==> src/sv/clkpr_pkg.sv <==
`timescale 1ns / 1ps
`default_nettype none
// ----------------------------------------------------------------------------
// clkpr_pkg
// Shared constants and types for the clock page replacement unit.
// ----------------------------------------------------------------------------
package clkpr_pkg;

    localparam int NUM_FRAMES = 32;
    localparam int IDX_W      = $clog2(NUM_FRAMES);
    localparam int CNT_W      = $clog2(NUM_FRAMES + 1);
    localparam int FRAME_W    = 5;
    localparam int CFG_W      = 6;
    localparam int MODE_W     = 2;
    localparam int DATA_W     = 8;
    localparam int SWEEP_W    = 2;

    typedef enum logic [MODE_W-1:0] {
        MODE_ACCESS  = 2'd0,
        MODE_INSTALL = 2'd1,
        MODE_PICK    = 2'd2
    } mode_t;

    typedef enum logic {
        ST_IDLE,
        ST_SCAN
    } seq_state_t;

    // Write command into the per-frame bit store.
    typedef struct packed {
        logic             access;
        logic             install;
        logic             clear_use;
        logic             is_write;
        logic [IDX_W-1:0] idx;
    } bits_cmd_t;

    // Result strobe from the scan sequencer.
    typedef struct packed {
        logic             done;
        logic [IDX_W-1:0] frame;
        logic             dirty;
    } scan_res_t;

endpackage : clkpr_pkg
`default_nettype wire

==> src/sv/clkpr_frame_bits.sv <==
`timescale 1ns / 1ps
`default_nettype none
// ----------------------------------------------------------------------------
// clkpr_frame_bits
// Use and dirty bit per frame, one write command and one read port per cycle.
// ----------------------------------------------------------------------------
module clkpr_frame_bits (
    input  wire logic                           aclk,
    input  wire logic                           aresetn,
    input  wire clkpr_pkg::bits_cmd_t           cmd,
    input  wire logic [clkpr_pkg::IDX_W-1:0]    rd_idx,
    output logic                                rd_use,
    output logic                                rd_dirty
);

    logic [clkpr_pkg::NUM_FRAMES-1:0] use_reg;
    logic [clkpr_pkg::NUM_FRAMES-1:0] dirty_reg;

    always_ff @(posedge aclk) begin
        if (!aresetn) begin
            use_reg   <= '0;
            dirty_reg <= '0;
        end else if (cmd.access) begin
            use_reg[cmd.idx] <= 1'b1;
            if (cmd.is_write) begin
                dirty_reg[cmd.idx] <= 1'b1;
            end
        end else if (cmd.install) begin
            use_reg[cmd.idx]   <= 1'b0;
            dirty_reg[cmd.idx] <= 1'b0;
        end else if (cmd.clear_use) begin
            use_reg[cmd.idx] <= 1'b0;
        end
    end

    assign rd_use   = use_reg[rd_idx];
    assign rd_dirty = dirty_reg[rd_idx];

endmodule : clkpr_frame_bits
`default_nettype wire

==> src/sv/clkpr_scan_seq.sv <==
`timescale 1ns / 1ps
`default_nettype none
// ----------------------------------------------------------------------------
// clkpr_scan_seq
// Clock hand and victim search: inspects one frame per cycle (holding on a hit
// while the output is not free) over up to four sweeps with a single compare unit.
// ----------------------------------------------------------------------------
module clkpr_scan_seq (
    input  wire logic                           aclk,
    input  wire logic                           aresetn,
    input  wire logic                           pick,
    input  wire logic [clkpr_pkg::CNT_W-1:0]    n_frames,
    input  wire logic                           rd_use,
    input  wire logic                           rd_dirty,
    input  wire logic                           out_free,
    output logic                                busy,
    output logic [clkpr_pkg::IDX_W-1:0]         rd_idx,
    output logic                                clear_use,
    output clkpr_pkg::scan_res_t                res
);

    clkpr_pkg::seq_state_t                 state_reg, state_next;
    logic [clkpr_pkg::IDX_W-1:0]           hand_reg, hand_next;
    logic [clkpr_pkg::IDX_W-1:0]           pos_reg, pos_next;
    logic [clkpr_pkg::IDX_W-1:0]           start_reg, start_next;
    logic [clkpr_pkg::SWEEP_W-1:0]         sweep_reg, sweep_next;
    logic [clkpr_pkg::IDX_W-1:0]           start_pos;
    logic [clkpr_pkg::IDX_W-1:0]           pos_inc;
    logic [clkpr_pkg::CNT_W-1:0]           pos_sum;
    logic                                  match;
    logic                                  step;

    always_ff @(posedge aclk) begin
        if (!aresetn) begin
            state_reg <= clkpr_pkg::ST_IDLE;
            hand_reg  <= '0;
            pos_reg   <= '0;
            start_reg <= '0;
            sweep_reg <= '0;
        end else begin
            state_reg <= state_next;
            hand_reg  <= hand_next;
            pos_reg   <= pos_next;
            start_reg <= start_next;
            sweep_reg <= sweep_next;
        end
    end

    // Restart from frame 0 when the hand lies beyond the frames in effect.
    assign start_pos = (clkpr_pkg::CNT_W'(hand_reg) < n_frames) ? hand_reg : '0;

    assign pos_sum = clkpr_pkg::CNT_W'(pos_reg) + clkpr_pkg::CNT_W'(1);
    assign pos_inc = (pos_sum == n_frames) ? '0 : pos_sum[clkpr_pkg::IDX_W-1:0];

    // Even sweeps want a clean frame, odd sweeps a dirty one.
    assign match = !rd_use && (rd_dirty == sweep_reg[0]);

    always_comb begin
        state_next = state_reg;
        hand_next  = hand_reg;
        pos_next   = pos_reg;
        start_next = start_reg;
        sweep_next = sweep_reg;
        step       = 1'b0;
        res.done   = 1'b0;
        res.frame  = pos_reg;
        res.dirty  = rd_dirty;
        unique case (state_reg)
            clkpr_pkg::ST_IDLE: begin
                if (pick) begin
                    pos_next   = start_pos;
                    start_next = start_pos;
                    sweep_next = '0;
                    state_next = clkpr_pkg::ST_SCAN;
                end
            end
            clkpr_pkg::ST_SCAN: begin
                // Hold on a hit until the output register can take the word.
                step = !match || out_free;
                if (step) begin
                    if (match) begin
                        res.done   = 1'b1;
                        hand_next  = pos_inc;
                        state_next = clkpr_pkg::ST_IDLE;
                    end else begin
                        pos_next = pos_inc;
                        if (pos_inc == start_reg) begin
                            sweep_next = sweep_reg + clkpr_pkg::SWEEP_W'(1);
                        end
                    end
                end
            end
            default: begin
                state_next = clkpr_pkg::ST_IDLE;
            end
        endcase
    end

    assign busy      = (state_reg != clkpr_pkg::ST_IDLE);
    assign rd_idx    = pos_reg;
    assign clear_use = step && (sweep_reg == clkpr_pkg::SWEEP_W'(1));

    a_pos_in_range: assert property (@(posedge aclk) disable iff (!aresetn)
        (state_reg == clkpr_pkg::ST_SCAN) |-> (clkpr_pkg::CNT_W'(pos_reg) < n_frames))
        else $error("scan position beyond frame count");

    a_victim_unused: assert property (@(posedge aclk) disable iff (!aresetn)
        res.done |-> (!rd_use && (rd_dirty == sweep_reg[0])))
        else $error("victim does not fit the sweep");

    a_done_to_idle: assert property (@(posedge aclk) disable iff (!aresetn)
        res.done |=> (state_reg == clkpr_pkg::ST_IDLE && hand_reg == $past(pos_inc)))
        else $error("hand not left past victim");

    a_done_room: assert property (@(posedge aclk) disable iff (!aresetn)
        res.done |-> out_free)
        else $error("result while output register full");

endmodule : clkpr_scan_seq
`default_nettype wire

==> src/sv/clock_page_replacement_unit.sv <==
`timescale 1ns / 1ps
`default_nettype none
// ----------------------------------------------------------------------------
// clock_page_replacement_unit
// Enhanced second-chance clock replacement: per-frame use/dirty bits, a clock
// hand and a one-frame-per-cycle victim search that stalls on a hit if m_* is full.
// ----------------------------------------------------------------------------
//  Port group   Dir  Contents
//  s_*          in   tuser: mode[1:0]; tdata: frame[4:0], is_write[5]
//  m_*          out  tdata: victim_frame[4:0], victim_dirty[5]
//  cfg_*        in   frames_in_use[5:0], written when cfg_we is high
//
//  Access, install and unused mode leave s_tready high.
//  A pick loads the scan start from the hand, then the compare unit inspects
//  frames in turn: at most 3 * n + 1 frames, with n the frame count after
//  clamping to 1 .. 32.
//  The result lands in an output register; a hit stalls while it is full.
//  Reset clears all bits and the hand and sets frames_in_use to 32.
// ----------------------------------------------------------------------------
module clock_page_replacement_unit (
    input  wire logic                            aclk,
    input  wire logic                            aresetn,
    input  wire logic                            s_tvalid,
    output logic                                 s_tready,
    input  wire logic [clkpr_pkg::DATA_W-1:0]    s_tdata,   // frame, is_write
    input  wire logic [clkpr_pkg::MODE_W-1:0]    s_tuser,   // mode
    output logic                                 m_tvalid,
    input  wire logic                            m_tready,
    output logic [clkpr_pkg::DATA_W-1:0]         m_tdata,   // victim_frame, victim_dirty
    input  wire logic                            cfg_we,
    input  wire logic [clkpr_pkg::CFG_W-1:0]     cfg_wdata
);

    logic [clkpr_pkg::CFG_W-1:0]    cfg_reg;
    logic [clkpr_pkg::CNT_W-1:0]    n_frames;
    logic                           m_valid_reg;
    logic [clkpr_pkg::FRAME_W-1:0]  m_frame_reg;
    logic                           m_dirty_reg;
    logic                           in_fire;
    logic                           out_free;
    logic                           frame_ok;
    logic [clkpr_pkg::FRAME_W-1:0]  in_frame;
    logic                           in_write;
    clkpr_pkg::bits_cmd_t           in_cmd;
    clkpr_pkg::bits_cmd_t           cmd;
    clkpr_pkg::scan_res_t           res;
    logic                           busy;
    logic                           pick;
    logic                           clear_use;
    logic [clkpr_pkg::IDX_W-1:0]    rd_idx;
    logic                           rd_use;
    logic                           rd_dirty;

    always_ff @(posedge aclk) begin
        if (!aresetn) begin
            cfg_reg <= clkpr_pkg::CFG_W'(clkpr_pkg::NUM_FRAMES);
        end else if (cfg_we) begin
            cfg_reg <= cfg_wdata;
        end
    end

    // Clamp the frame count to 1 .. NUM_FRAMES.
    always_comb begin
        if (cfg_reg == '0) begin
            n_frames = clkpr_pkg::CNT_W'(1);
        end else if (32'(cfg_reg) > clkpr_pkg::NUM_FRAMES) begin
            n_frames = clkpr_pkg::CNT_W'(clkpr_pkg::NUM_FRAMES);
        end else begin
            n_frames = clkpr_pkg::CNT_W'(cfg_reg);
        end
    end

    assign s_tready = !busy;
    assign in_fire  = s_tvalid && s_tready;
    assign in_frame = s_tdata[clkpr_pkg::FRAME_W-1:0];
    assign in_write = s_tdata[clkpr_pkg::FRAME_W];
    assign frame_ok = (32'(in_frame) < clkpr_pkg::NUM_FRAMES);

    always_comb begin
        in_cmd           = '0;
        in_cmd.is_write  = in_write;
        in_cmd.idx       = clkpr_pkg::IDX_W'(in_frame);
        pick             = 1'b0;
        if (in_fire) begin
            unique case (s_tuser)
                clkpr_pkg::MODE_ACCESS:  in_cmd.access  = frame_ok;
                clkpr_pkg::MODE_INSTALL: in_cmd.install = frame_ok;
                clkpr_pkg::MODE_PICK:    pick           = 1'b1;
                default:                 pick           = 1'b0;
            endcase
        end
    end

    // Drop to the scan's write while it runs; inputs are held off then.
    always_comb begin
        if (busy) begin
            cmd           = '0;
            cmd.clear_use = clear_use;
            cmd.idx       = rd_idx;
        end else begin
            cmd = in_cmd;
        end
    end

    clkpr_frame_bits u_bits (
        .aclk     (aclk),
        .aresetn  (aresetn),
        .cmd      (cmd),
        .rd_idx   (rd_idx),
        .rd_use   (rd_use),
        .rd_dirty (rd_dirty)
    );

    clkpr_scan_seq u_seq (
        .aclk      (aclk),
        .aresetn   (aresetn),
        .pick      (pick),
        .n_frames  (n_frames),
        .rd_use    (rd_use),
        .rd_dirty  (rd_dirty),
        .out_free  (out_free),
        .busy      (busy),
        .rd_idx    (rd_idx),
        .clear_use (clear_use),
        .res       (res)
    );

    assign out_free = !m_valid_reg || m_tready;

    always_ff @(posedge aclk) begin
        if (!aresetn) begin
            m_valid_reg <= 1'b0;
        end else if (res.done) begin
            m_valid_reg <= 1'b1;
        end else if (m_tready) begin
            m_valid_reg <= 1'b0;
        end
    end

    always_ff @(posedge aclk) begin
        if (res.done) begin
            m_frame_reg <= clkpr_pkg::FRAME_W'(res.frame);
            m_dirty_reg <= res.dirty;
        end
    end

    assign m_tvalid = m_valid_reg;
    assign m_tdata  = {{(clkpr_pkg::DATA_W - clkpr_pkg::FRAME_W - 1){1'b0}},
                       m_dirty_reg, m_frame_reg};

endmodule : clock_page_replacement_unit
`default_nettype wire
==> config.mk <==
export PLATFORM = sky130hd
export DESIGN_NAME = clock_page_replacement_unit
export DESIGN_NICKNAME = d
export VERILOG_FILES = /design/src/sv/clkpr_pkg.sv /design/src/sv/clkpr_frame_bits.sv /design/src/sv/clkpr_scan_seq.sv /design/src/sv/clock_page_replacement_unit.sv
export SDC_FILE = /design/constraint.sdc
export NUM_CORES = 1
export LEC_CHECK = 0
export BUFFER_PORTS_ARGS = -buffer_cell sky130_fd_sc_hd__buf_2
export CORE_MARGIN = 3
export CORE_UTILIZATION = 61
export DETAILED_ROUTE_END_ITERATION = 8
export PLACE_DENSITY = 0.91
export SYNTH_ARGS = -nofsm -noshare
export SYNTH_HDL_FRONTEND = slang
export SYNTH_SLANG_ARGS = --single-unit
==> constraint.sdc <==
create_clock -name aclk -period 3.33 [get_ports aclk]
set_input_delay 0.333 -clock aclk [delete_from_list [all_inputs] [get_ports aclk]]
set_output_delay 0.333 -clock aclk [all_outputs]
set_load 0.01 [all_outputs]
After elaboration in Yosys (flattened, before gate mapping)
Index checks and enable logic that the tools add are counted.
{ "op_classes": {"add_sub_neg": 2, "n_lt_le_gt_ge": 5, "eq_ne": 11, "mux": 41, "bitwise_logic": 6, "reduce_logical": 20} }
{ "ops": {"columns": ["operator", "count"], "rows": [
  ["$mux 32", 6],
  ["$and 32x32->32", 2],
  ["$or 32x32->32", 2],
  ["$not 32->32", 1],
  ["$mux 5", 5],
  ["$mux 1", 16],
  ["$lt 5x6->1 const B", 2],
  ["$mux 6", 2],
  ["$bmux 1 s5", 2],
  ["$mux 2", 5],
  ["$ne 2x2->1 const B", 5],
  ["$pmux 5 s2", 1],
  ["$mux 9", 1],
  ["$add 5x1->6 const B", 1],
  ["$eq 6x6->1", 1],
  ["$gt 6x6->1 const B", 1],
  ["$logic_not 6->1", 1],
  ["$lt 5x6->1", 1],
  ["$reduce_and 3->1", 2],
  ["$demux 1 s5", 1],
  ["$eq 5x5->1", 1],
  ["$ge 5x1->1 const B", 1],
  ["$eq 2x1->1 const B", 2],
  ["$logic_and 1x1->1", 4],
  ["other kinds (13)", 19]
]} }
{ "word_totals": {"register_bits": 95, "inputBits": 21, "output_inout_bits": 10, "wordCells": 96} }

Depth between registers and ports, before layout
Gate-level depths: netlist of the first run.
{ "logic_depth": {"ltp_word": 18, "depth_mapped": 10, "mapped_depth_nobuf": 10} }

Cells and area by module
Synthesis of the first run repeated with hierarchy kept, for this count alone.
{ "hier_totals": {"hier_cells": 625, "area_unflattened_um2": 5456.5} }
{ "modules_own_cells": {"columns": ["module", "instances", "cells_each", "area_each_um2", "seq_area_each_um2"], "rows": [
  ["clkpr_frame_bits", 1, 400, 3468.3, 1281.2],
  ["clkpr_scan_seq", 1, 172, 1372.6, 360.3],
  ["clock_page_replacement_unit", 1, 53, 615.6, 320.3]
]} }

Worst setup path after synthesis of the first run
Ideal clock, no wire load.
{ "synth_timing": {"path_type": "reg-to-reg", "from": "register u_seq.pos_reg (netlist bit u_seq.rd_idx[0])", "to": "register m_dirty_reg, enable pin", "setup_time_ps": 370, "arrival_time_ps": 2290, "t_required_ps": 2960, "slack_ps": 669, "stages_incl_launch_ff": 8, "n_path_buf": 2, "period_less_slack_ps": 2661, "path_cell_list": "dfxtp_1 > buf_6 > buf_8 > mux4_2 > mux4_2 > mux2i_4 > nand3_2 > nor3_4"} }
{ "synth_rtl": {"columns": ["element", "line", "source"], "rows": [
  ["from (decl)", "clkpr_scan_seq.sv:24", "logic [clkpr_pkg::IDX_W-1:0] pos_reg, pos_next;"],
  ["from (signal assigned)", "clkpr_scan_seq.sv:43", "pos_reg <= pos_next;"],
  ["to (signal assigned)", "clock_page_replacement_unit.sv:143", "m_dirty_reg <= res.dirty;"],
  ["to (decl)", "clock_page_replacement_unit.sv:38", "logic m_dirty_reg;"]
]} }

Worst setup path after layout of the first run
{ "layout_timing": {"from": "register u_seq.pos_reg (netlist bit u_seq.rd_idx[1])", "to": "register u_seq.sweep_reg[0] (netlist bit)"} }
{ "layout_via": {"elab_chain_len": 8} }
{ "layout_lines": {"columns": ["element", "line", "source"], "rows": [
  ["parallel branches: the longest is 7 deep, another holds $add 5x1->6", null, null],
  ["$reduce_and 4->1 (no source line) *", null, null],
  ["to (signal assigned)", "clkpr_scan_seq.sv:45", "sweep_reg <= sweep_next;"],
  ["to (decl)", "clkpr_scan_seq.sv:26", "logic [clkpr_pkg::SWEEP_W-1:0] sweep_reg, sweep_next;"]
]} }
Mark *: on every way between the ends. The select of a mux whose other input is x is not followed.
A chain may end at the register's enable or synchronous reset.

==> results of run 1 <==
[worst paths after layout]
| path | start | slack [ns] | end |
|---|---|---|---|
| min reg2reg | flop | 0.47 | flop |
| max | u_seq.rd_idx[1] | 0.28 | u_seq.sweep_reg[0] |
| max reg2reg | u_seq.rd_idx[1] | 0.28 | u_seq.sweep_reg[0] |
| min | cfg_wdata[5] | 0.18 | cfg_reg[5] |
[per-stage QoR]
| stage | power, µW | std cells | setup slack [ns] | hold WS [ns] | util (%) |
|---|---|---|---|---|---|
| finish | 2270 | 730 | 0.276 | 0.177 | 68.2 |
| global route | 2340 | 730 | 0.0717 | 0.176 | 68.2 |
| CTS | 2260 | 730 | 0.304 | 0.183 | 68.2 |
| detailed placement | 1460 | 715 | 0.350 | 0.453 | 65.5 |
| global placement | 1450 | 715 | 0.445 | 0.445 | 65.5 |
| floorplan | 1390 | 602 | 0.669 | 0.403 | - |
[worst max-delay path: cells and delay by family, from the launching register on]
kind                     cells  cell delay, ns
flip-flops                   1            0.55
multiplexers                 2            0.59
AND/OR/NAND/NOR              1            0.35
adder cells (fa/ha/maj)      1            0.32
XOR/XNOR                     2            0.48
AO/OA/AOI/OAI                3            0.71
[cells in the final DEF, fill, tap and decap left out, drive strengths merged, types with 4 or more instances in the layout]
cell type / n
nor2b: 16
nor3: 8
xor2: 4
mux4: 10
nand3: 21
a21boi: 8
o31ai: 6
mux2i: 28
nor2: 93
clkbuf: 11
ha: 6
buf: 40
nand2: 79
o221a: 32
o21ai: 38
inv: 8
edfxtp: 6
a21oi: 46
dfxtp: 89
a31oi: 5
a22oi: 4
[power by group through the flow]
stage | Clock [µW] | Combinational, µW | Sequential [µW]
after floorplan | 0 | 194 | 1200
after global placement | 0 | 245 | 1200
after detailed placement | 0 | 257 | 1210
after CTS | 818 | 259 | 1180
after global routing | 869 | 289 | 1180
final | 819 | 267 | 1180
[per-layer routing]
layer	vias up	track usage, %
li1	2230	-
met2	290	45.9
met5	-	0
met1	2313	38.4
met4	0	11.2
met3	30	5.00
[area by class of cell]
| type | count | area (µm²) | area share [%] |
|---|---|---|---|
| Multi-Input combinational cell | 466 | 3060 | 54.2 |
| Sequential cell | 95 | 1960 | 34.8 |
| Timing Repair Buffer | 40 | 235 | 4.18 |
| Clock buffer | 11 | 163 | 2.89 |
| Tap cell | 105 | 131 | 2.33 |
| Clock inverter | 4 | 52.6 | 0.933 |
| Inverter | 9 | 33.8 | 0.600 |
[synth_stat cells (2+ instances only)]
| library cell | instances | area [µm²] |
|---|---|---|
| sky130_fd_sc_hd__and2_1 | 2 | 12.5 |
| sky130_fd_sc_hd__nand2b_1 | 3 | 18.8 |
| sky130_fd_sc_hd__o211ai_1 | 3 | 22.5 |
| sky130_fd_sc_hd__a21boi_0 | 8 | 60.1 |
| sky130_fd_sc_hd__xnor3_1 | 2 | 45.0 |
| sky130_fd_sc_hd__a21oi_1 | 46 | 230 |
| sky130_fd_sc_hd__or3_1 | 2 | 12.5 |
| sky130_fd_sc_hd__mux2i_1 | 27 | 270 |
| sky130_fd_sc_hd__nand2_1 | 79 | 297 |
| sky130_fd_sc_hd__nor3_1 | 7 | 35.0 |
| sky130_fd_sc_hd__o31ai_1 | 6 | 45.0 |
| sky130_fd_sc_hd__buf_2 | 6 | 30.0 |
| sky130_fd_sc_hd__xor2_1 | 4 | 35.0 |
| sky130_fd_sc_hd__o221a_2 | 32 | 360 |
| sky130_fd_sc_hd__inv_1 | 8 | 30.0 |
| sky130_fd_sc_hd__buf_1 | 3 | 11.3 |
| sky130_fd_sc_hd__a21o_1 | 2 | 15.0 |
| sky130_fd_sc_hd__a22o_1 | 2 | 17.5 |
| sky130_fd_sc_hd__nor2b_1 | 16 | 100 |
| sky130_fd_sc_hd__a32oi_1 | 2 | 17.5 |
| sky130_fd_sc_hd__mux4_1 | 6 | 158 |
| sky130_fd_sc_hd__edfxtp_1 | 6 | 180 |
| sky130_fd_sc_hd__o21a_1 | 3 | 22.5 |
| sky130_fd_sc_hd__a2bb2oi_1 | 2 | 17.5 |
| sky130_fd_sc_hd__mux2_2 | 2 | 22.5 |
| sky130_fd_sc_hd__xnor2_1 | 3 | 26.3 |
| sky130_fd_sc_hd__a22oi_1 | 4 | 30.0 |
| sky130_fd_sc_hd__dfxtp_1 | 89 | 1780 |
| sky130_fd_sc_hd__nand3_1 | 20 | 100 |
| sky130_fd_sc_hd__a31oi_1 | 5 | 31.3 |
| sky130_fd_sc_hd__or2_2 | 3 | 18.8 |
| sky130_fd_sc_hd__clkbuf_1 | 17 | 63.8 |
| sky130_fd_sc_hd__or3b_2 | 3 | 26.3 |
| sky130_fd_sc_hd__nand4_1 | 3 | 18.8 |
| sky130_fd_sc_hd__nand3b_1 | 3 | 22.5 |
| sky130_fd_sc_hd__ha_1 | 6 | 75.1 |
| sky130_fd_sc_hd__a32o_1 | 2 | 20.0 |
| sky130_fd_sc_hd__buf_4 | 4 | 30.0 |
| sky130_fd_sc_hd__nor2_1 | 93 | 349 |
| sky130_fd_sc_hd__mux4_2 | 4 | 90.1 |
| sky130_fd_sc_hd__o21ai_0 | 37 | 185 |
| sky130_fd_sc_hd__a211oi_1 | 3 | 22.5 |
[kinds of logic (layout without fill, tap and decap cells)]
logic type               count (synthesis)  in the layout
buffers and inverters                   41             64
flip-flops                              95             95
AO/OA/AOI/OAI                          166            166
XOR/XNOR                                 9              9
other                                    1              2
adder cells (fa/ha/maj)                  6              6
multiplexers                            40             40
AND/OR/NAND/NOR                        243            243
==> qor.csv, run 1 <==
metric,value,unit
share of the clock period used by the worst path,91.7,%
Post CTS Setup Buffer Count,0,
post-detailed-placement cell area,5410,µm²
simple-gate area share of the yosys netlist,21.2,%
height of the die,98.4,µm
Switching Fraction,26.7,%
Final TNS setup,0,ns
largest driver fanout on the critical path,6,
detailed-route DRC error count,1,
Final Net Count,648,
Final Skew,0.0124,ns
LEAKAGE,0.00205,µW
floorplan core area,8260,µm²
final hold violations,0,
"Remaining Overflow, GRT",0,
Worst slew margin,51.4,%
CTS Buf Count,9,
Root Driver,sky130_fd_sc_hd__clkbuf_8,
DRT met1 WL,5600,µm
routability-driven placement congestion ratio,0.945,
HPWL after detailed placement,9560,µm
area fraction in compound gates after synthesis,22.9,%
maximum number of pins on one net before global-route repair,41,
count of final max-slew check failures,0,
Initial Util,63.0,%
floorplan die area,9670,µm²
number of iterations in the first detailed-routing pass,8,
Worst Setup End Kind,flop,
critical path launch point type,flop,
Final Critical Period,3.05,ns
clock tree from TritonCTS,done,
net switching power,605,µW
remaining number of nets flagged by the antenna check after routing,0,
"Critical Path, Cell by Cell","ha_1, xor2_1, mux2_2, o21ai_1, a21oi_1, a41oi_1, xor2_1, nor4_4, mux2i_1",
Post-Route WL,13700,µm
antenna violations before repair,0,
RSZ-0062 raised after global routing,false,
WP data required,3.63,ns
met2 wire length,6530,µm
Yosys Warn Count,0,
DR vias/cell,6.66,
horizontal extent of the die,98.4,µm
part of the power in registers,52.1,%
count of mapped cells out of synthesis,601,
number of setup violations in the final report,0,
max-capacitance violation count,0,
number of clock sinks,95,
worst-skew pair later-pin latency,0.37,ns
run status,"complete, but fails checks",
netlist area before placement,5200,µm²
commonest register cell after synthesis,sky130_fd_sc_hd__dfxtp_1,
clock input transition at the sequential cells of the worst setup and hold paths,0.10,ns
Cell variety after synth,65,
I/O Buffers,26,
power per unit of standard cell area,402,nW/µm²
total vias in the final route,4863,
cell count of the worst hold path,3,
fill cell instance count of the final layout,646,
parity-gate share of the synthesized area counting xor and xnor cells,2.04,%
total global routing track utilization,28.6,%
combinational cell fraction of total power,11.8,%
critical setup path kind,flop to flop,
Tightest Hold Check Type,input port to flop,
number of cells on the worst reg-to-reg path,9,
maximum resistive drop on vdd,0.337,mV
highest metal layer used by the detailed router,met4,
wire length of the first global-routing pass,22600,µm
Resized Gates After CTS,0,
met3 routed wirelength,1240,µm
data arrival time of the worst path,3.35,ns
number of hold buffers added after CTS,0,
Worst Max-Slew Pin Slew,0.729,ns
Clock Power Share,36.1,%
post-synthesis average cell area,8.66,µm²
count of flip-flops with a built-in enable after synthesis,6,
post-route cell area,5630,µm²
CP peak stage delay,0.55,ns
share of final-layout standard cells stronger than drive strength 1,17.3,%
portion of the post-synthesis area used by sequential elements,37.7,%
count of pins on the block boundary,31,
cell internal pwr,1660,µW
number of antenna diodes,0,
number of levels the H-tree was split into,3,
via count of the first global-routing pass,4708,
per-cell routed wire length,18.7,µm
Rows,33,
share of synthesized area spent on multiplexers,10.8,%
synthesis-stage register bit count,95,
Most Frequent Cell on Critical Path,sky130_fd_sc_hd__xor2_1,
violations in the final reports,design-rule violations,
master of the slowest instance on the critical path,sky130_fd_sc_hd__dfxtp_1,
area share of fa/ha/maj cells after synthesis,1.44,%
fraction of synthesis flops using an asynchronous set or reset pin,0,%
"buffers from clock root to sink, at most",2,
layout overhead on the synthesized area,8.25,%
iteration-0 DRC count of the detailed router,586,
Max Fclk,327,MHz
main combinational cell family by area after synthesis,compound AO/OA/AOI/OAI gates,
No activity file was read; power rests on OpenSTA's default activity.
==> run 2: changes to the inputs <==
CORE_UTILIZATION = 29   (was 61)
PLACE_DENSITY = 0.55   (was 0.91)
==> qor.csv, run 2 (same netlist as run 1, synthesis figures left out) <==
metric,value,unit,change
number of cells on the worst reg-to-reg path,9,,unchanged
Worst Setup End Kind,flop,,
iteration-0 DRC count of the detailed router,398,,-32%
LEAKAGE,0.00210,µW,+2.4%
total design power,2530,µW,+12%
antenna violations before repair,2,,+2
number of levels the H-tree was split into,3,,unchanged
final standard cell count with taps included and fillers excluded,850,,+16%
critical path launch point type,flop,,
worst-skew pair later-pin latency,0.35,ns,-0.02 ns
critical setup path kind,flop to flop,,
Worst slew margin,49.9,%,-1.5 points
total vias in the final route,4697,,-3.4%
Tightest Hold Check Type,input port to flop,,
detailed-route DRC error count,0,,-1
largest driver fanout on the critical path,21,,+15
share of final-layout standard cells stronger than drive strength 1,17.0,%,-0.32 points
remaining number of nets flagged by the antenna check after routing,0,,unchanged
"Remaining Overflow, GRT",0,,unchanged
via count of the first global-routing pass,4627,,-1.7%
fill cell instance count of the final layout,1779,,+180%
max-capacitance violation count,0,,unchanged
run status,"complete, no violations",,
RSZ-0062 raised after global routing,false,,
Worst Max-Slew Pin Slew,0.749,ns,+0.0201 ns
HPWL after detailed placement,10400,µm,+8.6%
layout overhead on the synthesized area,12.9,%,
number of hold buffers added after CTS,0,,unchanged
share of the clock period used by the worst path,89.8,%,-1.9 points
total global routing track utilization,15.2,%,-13 points
"leading cell type in the layout, fill and taps excluded",sky130_fd_sc_hd__nor2_1,,
number of setup violations in the final report,0,,unchanged
number of iterations in the first detailed-routing pass,4,,-4
count of pins on the block boundary,31,,unchanged
I/O Buffers,26,,unchanged
Post CTS Setup Buffer Count,0,,unchanged
number of antenna diodes,0,,unchanged
clock tree from TritonCTS,done,,
Final Critical Period,2.99,ns,-0.0643 ns
Rows,48,,+45%
clock input transition at the sequential cells of the worst setup and hold paths,0.07,ns,-0.03 ns
count of final max-slew check failures,0,,unchanged
Max Fclk,334,MHz,+2.2%
final hold violations,0,,unchanged
Final Net Count,647,,-0.15%
height of the die,140,µm,+42%
"top library cells by usage in the layout, fill and taps aside","sky130_fd_sc_hd__nor2_1, sky130_fd_sc_hd__dfxtp_1, sky130_fd_sc_hd__nand2_1",,
Resized Gates After CTS,0,,unchanged
wire length of the first global-routing pass,24300,µm,+7.3%
data arrival time of the worst path,3.22,ns,-0.13 ns
floorplan core area,17400,µm²,+110%
routability-driven placement congestion ratio,0.832,,-12%
cell count of the worst hold path,3,,unchanged
floorplan die area,19600,µm²,+100%
Initial Util,29.9,%,-33 points
number of clock sinks,95,,unchanged
horizontal extent of the die,140,µm,+42%
Cell Count Post-Placement,834,,+17%
power per unit of standard cell area,431,nW/µm²,+7.2%
Root Driver,sky130_fd_sc_hd__clkbuf_16,,
DR vias/cell,5.53,,-17%
maximum number of pins on one net before global-route repair,50,,+22%
CTS Buf Count,9,,unchanged
Final TNS setup,0,ns,unchanged
maximum resistive drop on vdd,0.273,mV,-19%
Final Skew,0.00944,ns,-0.00294 ns
WP data required,3.56,ns,-0.07 ns
Post-Route WL,15000,µm,+9.6%
per-cell routed wire length,17.6,µm,-5.9%
"buffers from clock root to sink, at most",2,,unchanged
-- run 2: cell type report --
class	count	area (µm²)	share of cell area [%]
Clock buffer	11	243	4.13
Clock inverter	5	65.1	1.11
Inverter	9	33.8	0.575
Multi-Input combinational cell	466	3050	51.9
Sequential cell	95	1960	33.4
Tap cell	225	282	4.79
Timing Repair Buffer	39	240	4.09
-- run 2: layer usage --
metal  vias to the layer above  global-route usage, %  wire, µm
met1                      2306                   20.0      6910
li1                       2239                      -         -
met5                         -                      0        22
met2                       126                   24.8      7080
met4                         4                   5.15       274
met3                        22                   3.18       677
-- run 2: through the flow --
stage	utilization, %	hold slack [ns]	area [µm²]	setup WS (ns)
2_1_floorplan	-	0.403	5210	0.669
3_3_place_gp	32.0	0.447	5570	0.477
3_5_place_dp	32.0	0.453	5570	0.394
4_1_cts	33.7	0.190	5880	0.392
5_1_grt	33.7	0.200	5880	0.153
6_report	33.7	0.190	5880	0.340
-- run 2: report_power, final --
part / internal, µW / total (µW) / switching (µW) / leakage [µW]
Combinational: 93.0 / 274 / 181 / 0.00117
Clock: 612 / 1080 / 471 / 0.000152
Sequential: 1160 / 1180 / 16.2 / 0.000778
-- run 2: worst paths after layout --
check | startpoint | end | slack (ns)
max | u_seq.rd_idx[1] | u_seq.sweep_reg[0] | 0.34
min | cfg_wdata[5] | cfg_reg[5] | 0.19
max reg2reg | u_seq.rd_idx[1] | u_seq.sweep_reg[0] | 0.34
min reg2reg | flop | flop | 0.47
-- run 2: worst max-delay path, cell delays in order (launching register included) --
cell and delay [ns]:
sky130_fd_sc_hd__dfxtp_1 0.34, sky130_fd_sc_hd__buf_4 0.32, sky130_fd_sc_hd__and3_1 0.29, sky130_fd_sc_hd__nand3_1 0.14, sky130_fd_sc_hd__or4_1 0.49, sky130_fd_sc_hd__a221oi_4 0.45
sky130_fd_sc_hd__a21oi_1 0.09, sky130_fd_sc_hd__a211oi_1 0.49, sky130_fd_sc_hd__nor4_4 0.10, sky130_fd_sc_hd__mux2i_1 0.15
